--- src/rtl/hnt_pkg.sv ---
// ----------------------------------------------------------------------------
// hnt_pkg
// Shared constants and types for the heard node table.
// ----------------------------------------------------------------------------
package hnt_pkg;

   localparam int NODES  = 16;
   localparam int IDX_W  = (NODES > 1) ? $clog2(NODES) : 1;
   localparam int CNT_W  = $clog2(NODES + 1);

   localparam int NUM_W  = 32;
   localparam int SIG_W  = 16;
   localparam int HOPS_W = 3;
   localparam int TIME_W = 32;
   localparam int QIDX_W = 4;
   localparam int SLOT_W = 4;
   localparam int VC_W   = 5;

   localparam logic FUNC_HEARD = 1'b0;
   localparam logic FUNC_QUERY = 1'b1;

   typedef struct packed {
      logic        [NUM_W-1:0]  num;
      logic signed [SIG_W-1:0]  rssi;
      logic signed [SIG_W-1:0]  snr;
      logic        [HOPS_W-1:0] hops;
      logic        [TIME_W-1:0] heard;
   } entry_type;

   localparam int ENTRY_W = $bits(entry_type);

   typedef enum logic [1:0] {
      ST_IDLE,
      ST_SCAN,
      ST_FINISH
   } state_type;

endpackage

--- src/rtl/hnt_ram.sv ---
// ----------------------------------------------------------------------------
// hnt_ram
// Generic single-write, single-read RAM with registered read data.
// ----------------------------------------------------------------------------
module hnt_ram #(
   parameter int  WIDTH = 8,
   parameter int  DEPTH = 16,
   localparam int AW    = (DEPTH > 1) ? $clog2(DEPTH) : 1
) (
   input  logic             clock,
   input  logic             wr_en,
   input  logic [AW-1:0]    wr_addr,
   input  logic [WIDTH-1:0] wr_data,
   input  logic [AW-1:0]    rd_addr,
   output logic [WIDTH-1:0] rd_data
);

   logic [WIDTH-1:0] mem_ff [DEPTH];
   logic [WIDTH-1:0] rd_data_ff;

   always_ff @(posedge clock) begin
      if (wr_en) begin
         mem_ff[wr_addr] <= wr_data;
      end
      rd_data_ff <= mem_ff[rd_addr];
   end

   assign rd_data = rd_data_ff;

endmodule

--- src/rtl/heard_node_table_lru_core.sv ---
// ----------------------------------------------------------------------------
// heard_node_table_lru_core
// Table of heard nodes: refresh on hit, fill first free slot, else evict the
// entry with the greatest signed age. Query returns the n-th valid entry.
// ----------------------------------------------------------------------------
// Each request scans the entry RAM one slot per cycle through its single read
//    port; no new request is taken until the scan and its finish are done.
// The next request is taken while the previous response waits on rsp_ready.
// Reset clears the valid bits, the count and rsp_valid; the entry RAM is not
//    cleared and its contents are only used where the valid bit is set.
// ----------------------------------------------------------------------------
module heard_node_table_lru_core
   import hnt_pkg::*;
(
   input  logic                     clock,
   input  logic                     reset,

   input  logic                     req_valid,
   output logic                     req_ready,
   input  logic                     req_func,
   input  logic        [NUM_W-1:0]  req_node_num,
   input  logic signed [SIG_W-1:0]  req_rssi,
   input  logic signed [SIG_W-1:0]  req_snr,
   input  logic        [HOPS_W-1:0] req_hops,
   input  logic        [TIME_W-1:0] req_now_ms,
   input  logic        [QIDX_W-1:0] req_query_index,

   output logic                     rsp_valid,
   input  logic                     rsp_ready,
   output logic        [SLOT_W-1:0] rsp_slot,
   output logic                     rsp_is_new,
   output logic                     rsp_evicted,
   output logic        [NUM_W-1:0]  rsp_evicted_num,
   output logic        [VC_W-1:0]   rsp_valid_count,
   output logic                     rsp_found,
   output logic        [NUM_W-1:0]  rsp_node_num_out,
   output logic signed [SIG_W-1:0]  rsp_rssi_out,
   output logic signed [SIG_W-1:0]  rsp_snr_out,
   output logic        [HOPS_W-1:0] rsp_hops_out,
   output logic        [TIME_W-1:0] rsp_heard_ms_out
);

   state_type          state_ff, state_in;
   logic [CNT_W-1:0]   rd_cnt_ff, rd_cnt_in;
   logic               chk_ff, chk_in;
   logic [IDX_W-1:0]   chk_idx_ff, chk_idx_in;
   logic               hit_ff, hit_in;
   logic [IDX_W-1:0]   hit_slot_ff, hit_slot_in;
   logic               free_ff, free_in;
   logic [IDX_W-1:0]   free_slot_ff, free_slot_in;
   logic [TIME_W-1:0]  best_age_ff, best_age_in;
   logic [IDX_W-1:0]   best_slot_ff, best_slot_in;
   logic [NUM_W-1:0]   best_num_ff, best_num_in;
   logic [CNT_W-1:0]   seen_ff, seen_in;
   logic               found_ff, found_in;
   entry_type          fnd_entry_ff, fnd_entry_in;
   logic [NODES-1:0]   valid_ff, valid_in;
   logic [CNT_W-1:0]   count_ff, count_in;

   logic               func_ff;
   entry_type          req_entry_ff;
   logic [QIDX_W-1:0]  qidx_ff;

   logic               rsp_valid_ff, rsp_valid_in;
   logic [SLOT_W-1:0]  rsp_slot_ff, rsp_slot_in;
   logic               rsp_is_new_ff, rsp_is_new_in;
   logic               rsp_evicted_ff, rsp_evicted_in;
   logic [NUM_W-1:0]   rsp_ev_num_ff, rsp_ev_num_in;
   logic [VC_W-1:0]    rsp_vc_ff, rsp_vc_in;
   logic               rsp_found_ff, rsp_found_in;
   entry_type          rsp_entry_ff, rsp_entry_in;

   logic               accept;
   logic               finish_go;
   logic               ram_we;
   logic [IDX_W-1:0]   ram_waddr;
   logic [IDX_W-1:0]   ram_raddr;
   entry_type          rd_entry;
   logic [ENTRY_W-1:0] rd_raw;
   logic [TIME_W-1:0]  age;
   logic               cur_valid;
   logic [IDX_W-1:0]   sel_slot;

   hnt_ram #(
      .WIDTH (ENTRY_W),
      .DEPTH (NODES)
   ) u_entry_ram (
      .clock   (clock),
      .wr_en   (ram_we),
      .wr_addr (ram_waddr),
      .wr_data (req_entry_ff),
      .rd_addr (ram_raddr),
      .rd_data (rd_raw)
   );

   assign rd_entry  = entry_type'(rd_raw);
   assign age       = req_entry_ff.heard - rd_entry.heard;
   assign cur_valid = valid_ff[chk_idx_ff];
   assign ram_raddr = rd_cnt_ff[IDX_W-1:0];
   assign ram_waddr = sel_slot;
   assign sel_slot  = hit_ff ? hit_slot_ff : (free_ff ? free_slot_ff : best_slot_ff);
   assign req_ready = (state_ff == ST_IDLE);
   assign accept    = req_valid && req_ready;
   assign finish_go = (state_ff == ST_FINISH) && (!rsp_valid_ff || rsp_ready);

   always_ff @(posedge clock) begin
      if (reset) begin
         state_ff     <= ST_IDLE;
         valid_ff     <= '0;
         count_ff     <= '0;
         rsp_valid_ff <= 1'b0;
      end else begin
         state_ff     <= state_in;
         valid_ff     <= valid_in;
         count_ff     <= count_in;
         rsp_valid_ff <= rsp_valid_in;
      end
   end

   always_ff @(posedge clock) begin
      rd_cnt_ff      <= rd_cnt_in;
      chk_ff         <= chk_in;
      chk_idx_ff     <= chk_idx_in;
      hit_ff         <= hit_in;
      hit_slot_ff    <= hit_slot_in;
      free_ff        <= free_in;
      free_slot_ff   <= free_slot_in;
      best_age_ff    <= best_age_in;
      best_slot_ff   <= best_slot_in;
      best_num_ff    <= best_num_in;
      seen_ff        <= seen_in;
      found_ff       <= found_in;
      fnd_entry_ff   <= fnd_entry_in;
      rsp_slot_ff    <= rsp_slot_in;
      rsp_is_new_ff  <= rsp_is_new_in;
      rsp_evicted_ff <= rsp_evicted_in;
      rsp_ev_num_ff  <= rsp_ev_num_in;
      rsp_vc_ff      <= rsp_vc_in;
      rsp_found_ff   <= rsp_found_in;
      rsp_entry_ff   <= rsp_entry_in;
      if (accept) begin
         func_ff            <= req_func;
         req_entry_ff.num   <= req_node_num;
         req_entry_ff.rssi  <= req_rssi;
         req_entry_ff.snr   <= req_snr;
         req_entry_ff.hops  <= req_hops;
         req_entry_ff.heard <= req_now_ms;
         qidx_ff            <= req_query_index;
      end
   end

   always_comb begin
      state_in       = state_ff;
      rd_cnt_in      = rd_cnt_ff;
      chk_in         = chk_ff;
      chk_idx_in     = chk_idx_ff;
      hit_in         = hit_ff;
      hit_slot_in    = hit_slot_ff;
      free_in        = free_ff;
      free_slot_in   = free_slot_ff;
      best_age_in    = best_age_ff;
      best_slot_in   = best_slot_ff;
      best_num_in    = best_num_ff;
      seen_in        = seen_ff;
      found_in       = found_ff;
      fnd_entry_in   = fnd_entry_ff;
      valid_in       = valid_ff;
      count_in       = count_ff;
      ram_we         = 1'b0;
      rsp_valid_in   = rsp_valid_ff && !rsp_ready;
      rsp_slot_in    = rsp_slot_ff;
      rsp_is_new_in  = rsp_is_new_ff;
      rsp_evicted_in = rsp_evicted_ff;
      rsp_ev_num_in  = rsp_ev_num_ff;
      rsp_vc_in      = rsp_vc_ff;
      rsp_found_in   = rsp_found_ff;
      rsp_entry_in   = rsp_entry_ff;

      unique case (state_ff)
         ST_IDLE: begin
            if (req_valid) begin
               state_in  = ST_SCAN;
               rd_cnt_in = '0;
               chk_in    = 1'b0;
               hit_in    = 1'b0;
               free_in   = 1'b0;
               found_in  = 1'b0;
               seen_in   = '0;
            end
         end
         ST_SCAN: begin
            chk_in     = (rd_cnt_ff < CNT_W'(NODES));
            chk_idx_in = ram_raddr;
            if (rd_cnt_ff < CNT_W'(NODES)) begin
               rd_cnt_in = rd_cnt_ff + CNT_W'(1);
            end
            if (chk_ff) begin
               if (cur_valid && (rd_entry.num == req_entry_ff.num) && !hit_ff) begin
                  hit_in      = 1'b1;
                  hit_slot_in = chk_idx_ff;
               end
               if (!cur_valid && !free_ff) begin
                  free_in      = 1'b1;
                  free_slot_in = chk_idx_ff;
               end
               if ((chk_idx_ff == '0) || ($signed(age) > $signed(best_age_ff))) begin
                  best_age_in  = age;
                  best_slot_in = chk_idx_ff;
                  best_num_in  = rd_entry.num;
               end
               if (cur_valid && !found_ff) begin
                  if (seen_ff == CNT_W'(qidx_ff)) begin
                     found_in     = 1'b1;
                     fnd_entry_in = rd_entry;
                  end
                  seen_in = seen_ff + CNT_W'(1);
               end
            end
            if (rd_cnt_ff == CNT_W'(NODES)) begin
               state_in = ST_FINISH;
            end
         end
         ST_FINISH: begin
            if (finish_go) begin
               state_in       = ST_IDLE;
               rsp_valid_in   = 1'b1;
               rsp_slot_in    = '0;
               rsp_is_new_in  = 1'b0;
               rsp_evicted_in = 1'b0;
               rsp_ev_num_in  = '0;
               rsp_found_in   = 1'b0;
               rsp_entry_in   = '0;
               if (func_ff == FUNC_HEARD) begin
                  ram_we             = 1'b1;
                  valid_in[sel_slot] = 1'b1;
                  rsp_slot_in        = SLOT_W'(sel_slot);
                  rsp_is_new_in      = !hit_ff;
                  if (!hit_ff && free_ff) begin
                     count_in = count_ff + CNT_W'(1);
                  end
                  if (!hit_ff && !free_ff) begin
                     rsp_evicted_in = 1'b1;
                     rsp_ev_num_in  = best_num_ff;
                  end
               end else if (found_ff) begin
                  rsp_found_in = 1'b1;
                  rsp_entry_in = fnd_entry_ff;
               end
               rsp_vc_in = VC_W'(count_in);
            end
         end
         default: begin
            state_in = ST_IDLE;
         end
      endcase
   end

   assign rsp_valid        = rsp_valid_ff;
   assign rsp_slot         = rsp_slot_ff;
   assign rsp_is_new       = rsp_is_new_ff;
   assign rsp_evicted      = rsp_evicted_ff;
   assign rsp_evicted_num  = rsp_ev_num_ff;
   assign rsp_valid_count  = rsp_vc_ff;
   assign rsp_found        = rsp_found_ff;
   assign rsp_node_num_out = rsp_entry_ff.num;
   assign rsp_rssi_out     = rsp_entry_ff.rssi;
   assign rsp_snr_out      = rsp_entry_ff.snr;
   assign rsp_hops_out     = rsp_entry_ff.hops;
   assign rsp_heard_ms_out = rsp_entry_ff.heard;

   a_count_matches_valid: assert property (@(posedge clock) disable iff (reset)
      $countones(valid_ff) == int'(count_ff))
      else $error("valid count out of step with valid bits");

   a_count_bound: assert property (@(posedge clock) disable iff (reset)
      count_ff <= CNT_W'(NODES))
      else $error("valid count above table size");

   a_hit_slot_valid: assert property (@(posedge clock) disable iff (reset)
      (state_ff == ST_FINISH && func_ff == FUNC_HEARD && hit_ff) |-> valid_ff[hit_slot_ff])
      else $error("hit on an invalid slot");

   a_evict_only_full: assert property (@(posedge clock) disable iff (reset)
      (finish_go && func_ff == FUNC_HEARD && !hit_ff && !free_ff) |-> (&valid_ff))
      else $error("eviction while a free slot exists");

   a_rsp_from_finish: assert property (@(posedge clock) disable iff (reset)
      $rose(rsp_valid_ff) |-> $past(state_ff == ST_FINISH))
      else $error("response raised outside finish");

endmodule
--- config.mk ---
export PLATFORM = sky130hd
export DESIGN_NAME = heard_node_table_lru_core
export DESIGN_NICKNAME = d
export VERILOG_FILES = /design/src/rtl/hnt_pkg.sv /design/src/rtl/hnt_ram.sv /design/src/rtl/heard_node_table_lru_core.sv
export SDC_FILE = /design/constraint.sdc
export NUM_CORES = 2
export LEC_CHECK = 0
export BUFFER_PORTS_ARGS = -buffer_cell sky130_fd_sc_hd__buf_2
export CORE_UTILIZATION = 61
export DETAILED_ROUTE_END_ITERATION = 7
export MAX_ROUTING_LAYER = met4
export PLACE_DENSITY = 0.77
export SYNTH_ARGS = -nofsm -noshare
export SYNTH_HDL_FRONTEND = slang
export SYNTH_HIERARCHICAL = 1
export SYNTH_SLANG_ARGS = --single-unit
--- constraint.sdc ---
create_clock -name clock -period 12.5 [get_ports clock]
set_clock_uncertainty 0.15 [all_clocks]
set_input_delay 0.625 -clock clock [delete_from_list [all_inputs] [get_ports clock]]
set_output_delay 0.625 -clock clock [all_outputs]
set_load 0.01 [all_outputs]
==> metrics.md <==
| Metric | Value |
|---|---|
| Critical path buffer and inverter count | 3 |
| CTS tree | built |
| Post-route ant nets | 0 |
| Final wirelength | between 150000 and 200000 µm |
| Clk sink count | 2147 |
| Gr usage total | between 20 and 30% |
| Final setup violation count | 0 |
| Root buf cell | clkbuf_16 |
| Vias/cell | between 6 and 7 |
| Post-Route Setup TNS | 0 ns |
| Layout cells sized above 1 | a little under a quarter |
| Pwr dens | about 170 mW/mm² |
| Initial Util | between 60% and 70% |
| Die boundary height | 364 µm |
| CTS H-tree lvls | 4 |
| Psw | 3.61 mW |
| FF/Latch Area | 0.0632 mm² |
| Commonest non-fill, non-tap cell in the layout | edfxtp_1 |
| # DRC | 0 |
| DR iter-0 viols | 5119 |
| Post-synthesis compound-gate area fraction | under 10% |
| Commonest non-fill, non-tap cells in the layout | 2024 x edfxtp_1, 397 x mux4_2, 252 x buf_2 |
| Critical path required time | 12.78 ns |
| Fillcell total | 7431 |
| Combinational power share | under 10% |
| Area of the multi-input gates | 0.0155 mm² |
| Hold Path Class | primary input to register |
| Synth Instances | roughly 3700 |
| Post-CTS sizing | 0 |
| Number of synthesized flops with an enable pin | 2024 |
| Leak | approximately 30 nW |
| Post-Synth Simple-Gate Area | under 10% |
| Clock network power share | 38.9% |
| Peak Freq | 163 MHz |
| Maxcap violations | 0 |
| Ys async rst share | 0% |
| Max-slew violations | 0 |
| Sequential area share after synthesis | between 70 and 80% |
| Status | completed |
| Pin slew with the least headroom to its limit | around 1.2 ns |
| Synth Area in Adders | around 1.1% |
| Hpwl dp | ~90000 µm |
| Top post-synthesis cells by area | edfxtp_1 76%, mux4_2 11%, dfxtp_1 3.1%, a22oi_1 1.9%, ha_1 1.1% |
| CP max stage delay | slightly below 0.8 ns |
| Worst R2R Setup Slack | between 6 and 7 ns |
| Top cell type's share of synthesized area | roughly 76% |
| Placeable Area | ~0.13 mm² |
| Synth Net Count | 3914 |
| Ys Warns | 6 |
| Total CTS buffers | slightly above 200 |
| Net Sw Frac | a little under a quarter |
| Setup crit end kind | register |
| Delay-heaviest family, CP | compound AO/OA/AOI/OAI gates |
| Total global routing overflow | 0 |
| Sequential share of power | a little over half |
| Post-CTS setup buffer count | 0 |
| Global placer's final weighted congestion | roughly 0.86 |
| Area grow syn2layout | 13.9% |
| Slew headroom | between 15 and 20% |
| Largest family of logic cells by synthesized area | multiplexers |
| Final Util | 70.1% |
| Most area-hungry cell type in the Yosys netlist | edfxtp_1 |
| Part of the cycle the worst path needs | between 40% and 50% |
| Distinct cells, synth | between 60 and 70 |
| RSZ-0062 raised after global routing | no |
| Crit-path cells | inv_1 -> ha_1 -> inv_1 -> fa_1 -> a21o_1 -> a221oi_2 -> o21a_2 -> o211ai_4 -> a31oi_4 -> o21ai_1 -> xor2_1 -> ha_1 -> nand4_1 -> nor3_1 -> a221oi_1 -> o21ai_0 -> a21oi_1 -> xor2_1 -> o2bb2ai_4 -> buf_4 |
| Syn Area/Cell | approximately 21 µm² |
| PortBufs | roughly 250 |
| Int Pwr | ~12 mW |
| Initial antenna violation count | 12 |
| Drt wl/cell | approximately 30 µm |
| Slowest CP cell | buf_4 |
| Cell Rows | about 130 |
| Critical Setup Path Class | register to register |
| Post-synth top flop | edfxtp_1 |
| Data arrival, critical path | 6.41 ns |
| Clock tree buffer depth | 3 |
| Min Tclk post-route | between 6 and 7 ns |
| Startpoint Class | register |
| Hold_buf cts | between 100 and 150 |
| Drt pass-1 iters | 5 |
| Die Span X | approximately 360 µm |
| I/O Pins | about 250 |
| #FFs+latches synth | ~2100 |
| Via count | approximately 39000 |
| Register clock-pin slew on the reported worst setup and hold paths | 0.06 ns |
| Critical path peak fanout | 53 |
| Multiplexer share of the synthesized area | between 10% and 20% |
| Vias in the first global route | approximately 40000 |
| Post-Synth XOR/XNOR Area | less than 1% |
| Die area | approximately 0.13 mm² |
| Final hold vios | 0 |
| Nets@finish | 4373 |
| Peak supply drop | between 0.15 and 0.2 mV |
| Wire length of the first global-routing pass | approximately 260000 µm |
| Largest net degree at the start of global routing | 143 |
| Power, Total | about 16 mW |
| Worst-Skew Late Latency | about 0.86 ns |
| Post-Syn Area | between 0.07 and 0.08 mm² |
==> routing by layer <==
metal	track usage [%]	share of wire, %
met5	-	0
met2	45.3	49
met3	5.44	11
met1	39.5	37
met4	9.07	2.8
==> stage by stage <==
| step | setup WS [ns] | instances | hold slack (ns) | area, µm² |
|---|---|---|---|---|
| 5_1_grt | 6.05 | 6113 | 0.0670 | 90800 |
| 2_1_floorplan | 3.50 | 3738 | 0.236 | 79700 |
| 3_5_place_dp | 6.49 | 5629 | 0.239 | 83000 |
| 4_1_cts | 6.41 | 6112 | 0.0116 | 90800 |
| 3_3_place_gp | 6.63 | 5629 | 0.238 | 83000 |
| 6_report | 6.37 | 6114 | 0.0648 | 90800 |
==> cell usage after synthesis, types with 25 or more instances <==
cell and instances:
nor2_1 79, nand2_1 138, ha_1 67, dfxtp_1 123
edfxtp_1 2024, xnor2_1 60, a21oi_1 68, buf_6 25
buf_2 37, a22oi_1 198, clkbuf_1 75, inv_1 81
and2_1 39, and3_1 106, mux4_2 397
==> worst register-to-register path, delay by kind of cell, from the launching register on <==
kind	cells	cell delay, ns
DFF	1	0.62
AOI/OAI and AO/OA	10	2.24
xor gates and xnor gates	2	0.50
and+or+nand+nor	2	0.24
buffers and inverters	3	0.98
adders and majority gates	3	0.89
==> flip-flops by register name, summed over array words and instances, names as in the netlist, 3 cells and up <==
| register | cells |
|---|---|
| req_entry_ff | 99 |
| count_ff | 5 |
| rsp_valid_count | 5 |
| rsp_hops_out | 3 |
| u_entry_ram/mem_ff | 1584 |
| u_entry_ram/rd_data | 99 |
| rsp_evicted_num | 32 |
| rsp_snr_out | 16 |
| free_slot_ff | 4 |
| fnd_entry_ff | 99 |
| best_num_ff | 32 |
| best_slot_ff | 4 |
| rsp_slot | 4 |
| best_age_ff | 32 |
| chk_idx_ff | 4 |
| rsp_node_num_out | 32 |
| valid_ff | 16 |
| hit_slot_ff | 4 |
| rd_cnt_ff | 5 |
| rsp_heard_ms_out | 32 |
| qidx_ff | 4 |
| rsp_rssi_out | 16 |
| seen_ff | 5 |
==> path summary, 6_finish.rpt <==
| kind | start | end | depth (start not counted) |
|---|---|---|---|
| hold / removal | reset | state_ff[1]$_SDFFE_PP0P_ | 2 |
| hold reg to reg | u_entry_ram/rd_data[42]$_DFF_P_ | fnd_entry_ff[42]$_DFFE_PP_ | 0 |
| setup / recovery | req_entry_ff[0]$_DFFE_PP_ | best_num_ff[30]$_DFFE_PP_ | 20 |
| setup reg to reg | req_entry_ff[0]$_DFFE_PP_ | best_num_ff[30]$_DFFE_PP_ | 20 |
==> cell type report <==
type	instances	area share, %
antenna	2	0.00551
multi-input combinational	1343	17.0
tap	1742	2.40
timing repair buffer	421	3.17
inverter	82	0.350
clock buffer	277	6.21
clock inverter	100	1.21
sequential	2147	69.6
==> cells by family after synthesis <==
group	Yosys count
compound gates	344
xor+xnor	80
fa+ha+maj	68
buf+inv	248
flops	2147
mux	406
simple gates	445
==> power by group through the flow <==
stage	clock network (mW)	logic [mW]	registers (mW)
2_1_floorplan	0	1.02	8.33
3_3_place_gp	0	1.36	8.39
5_1_grt	6.50	1.55	8.28
3_5_place_dp	0	1.38	8.41
6_report	6.16	1.43	8.26
4_1_cts	6.23	1.43	8.26
(Power assumes the default switching activity.)
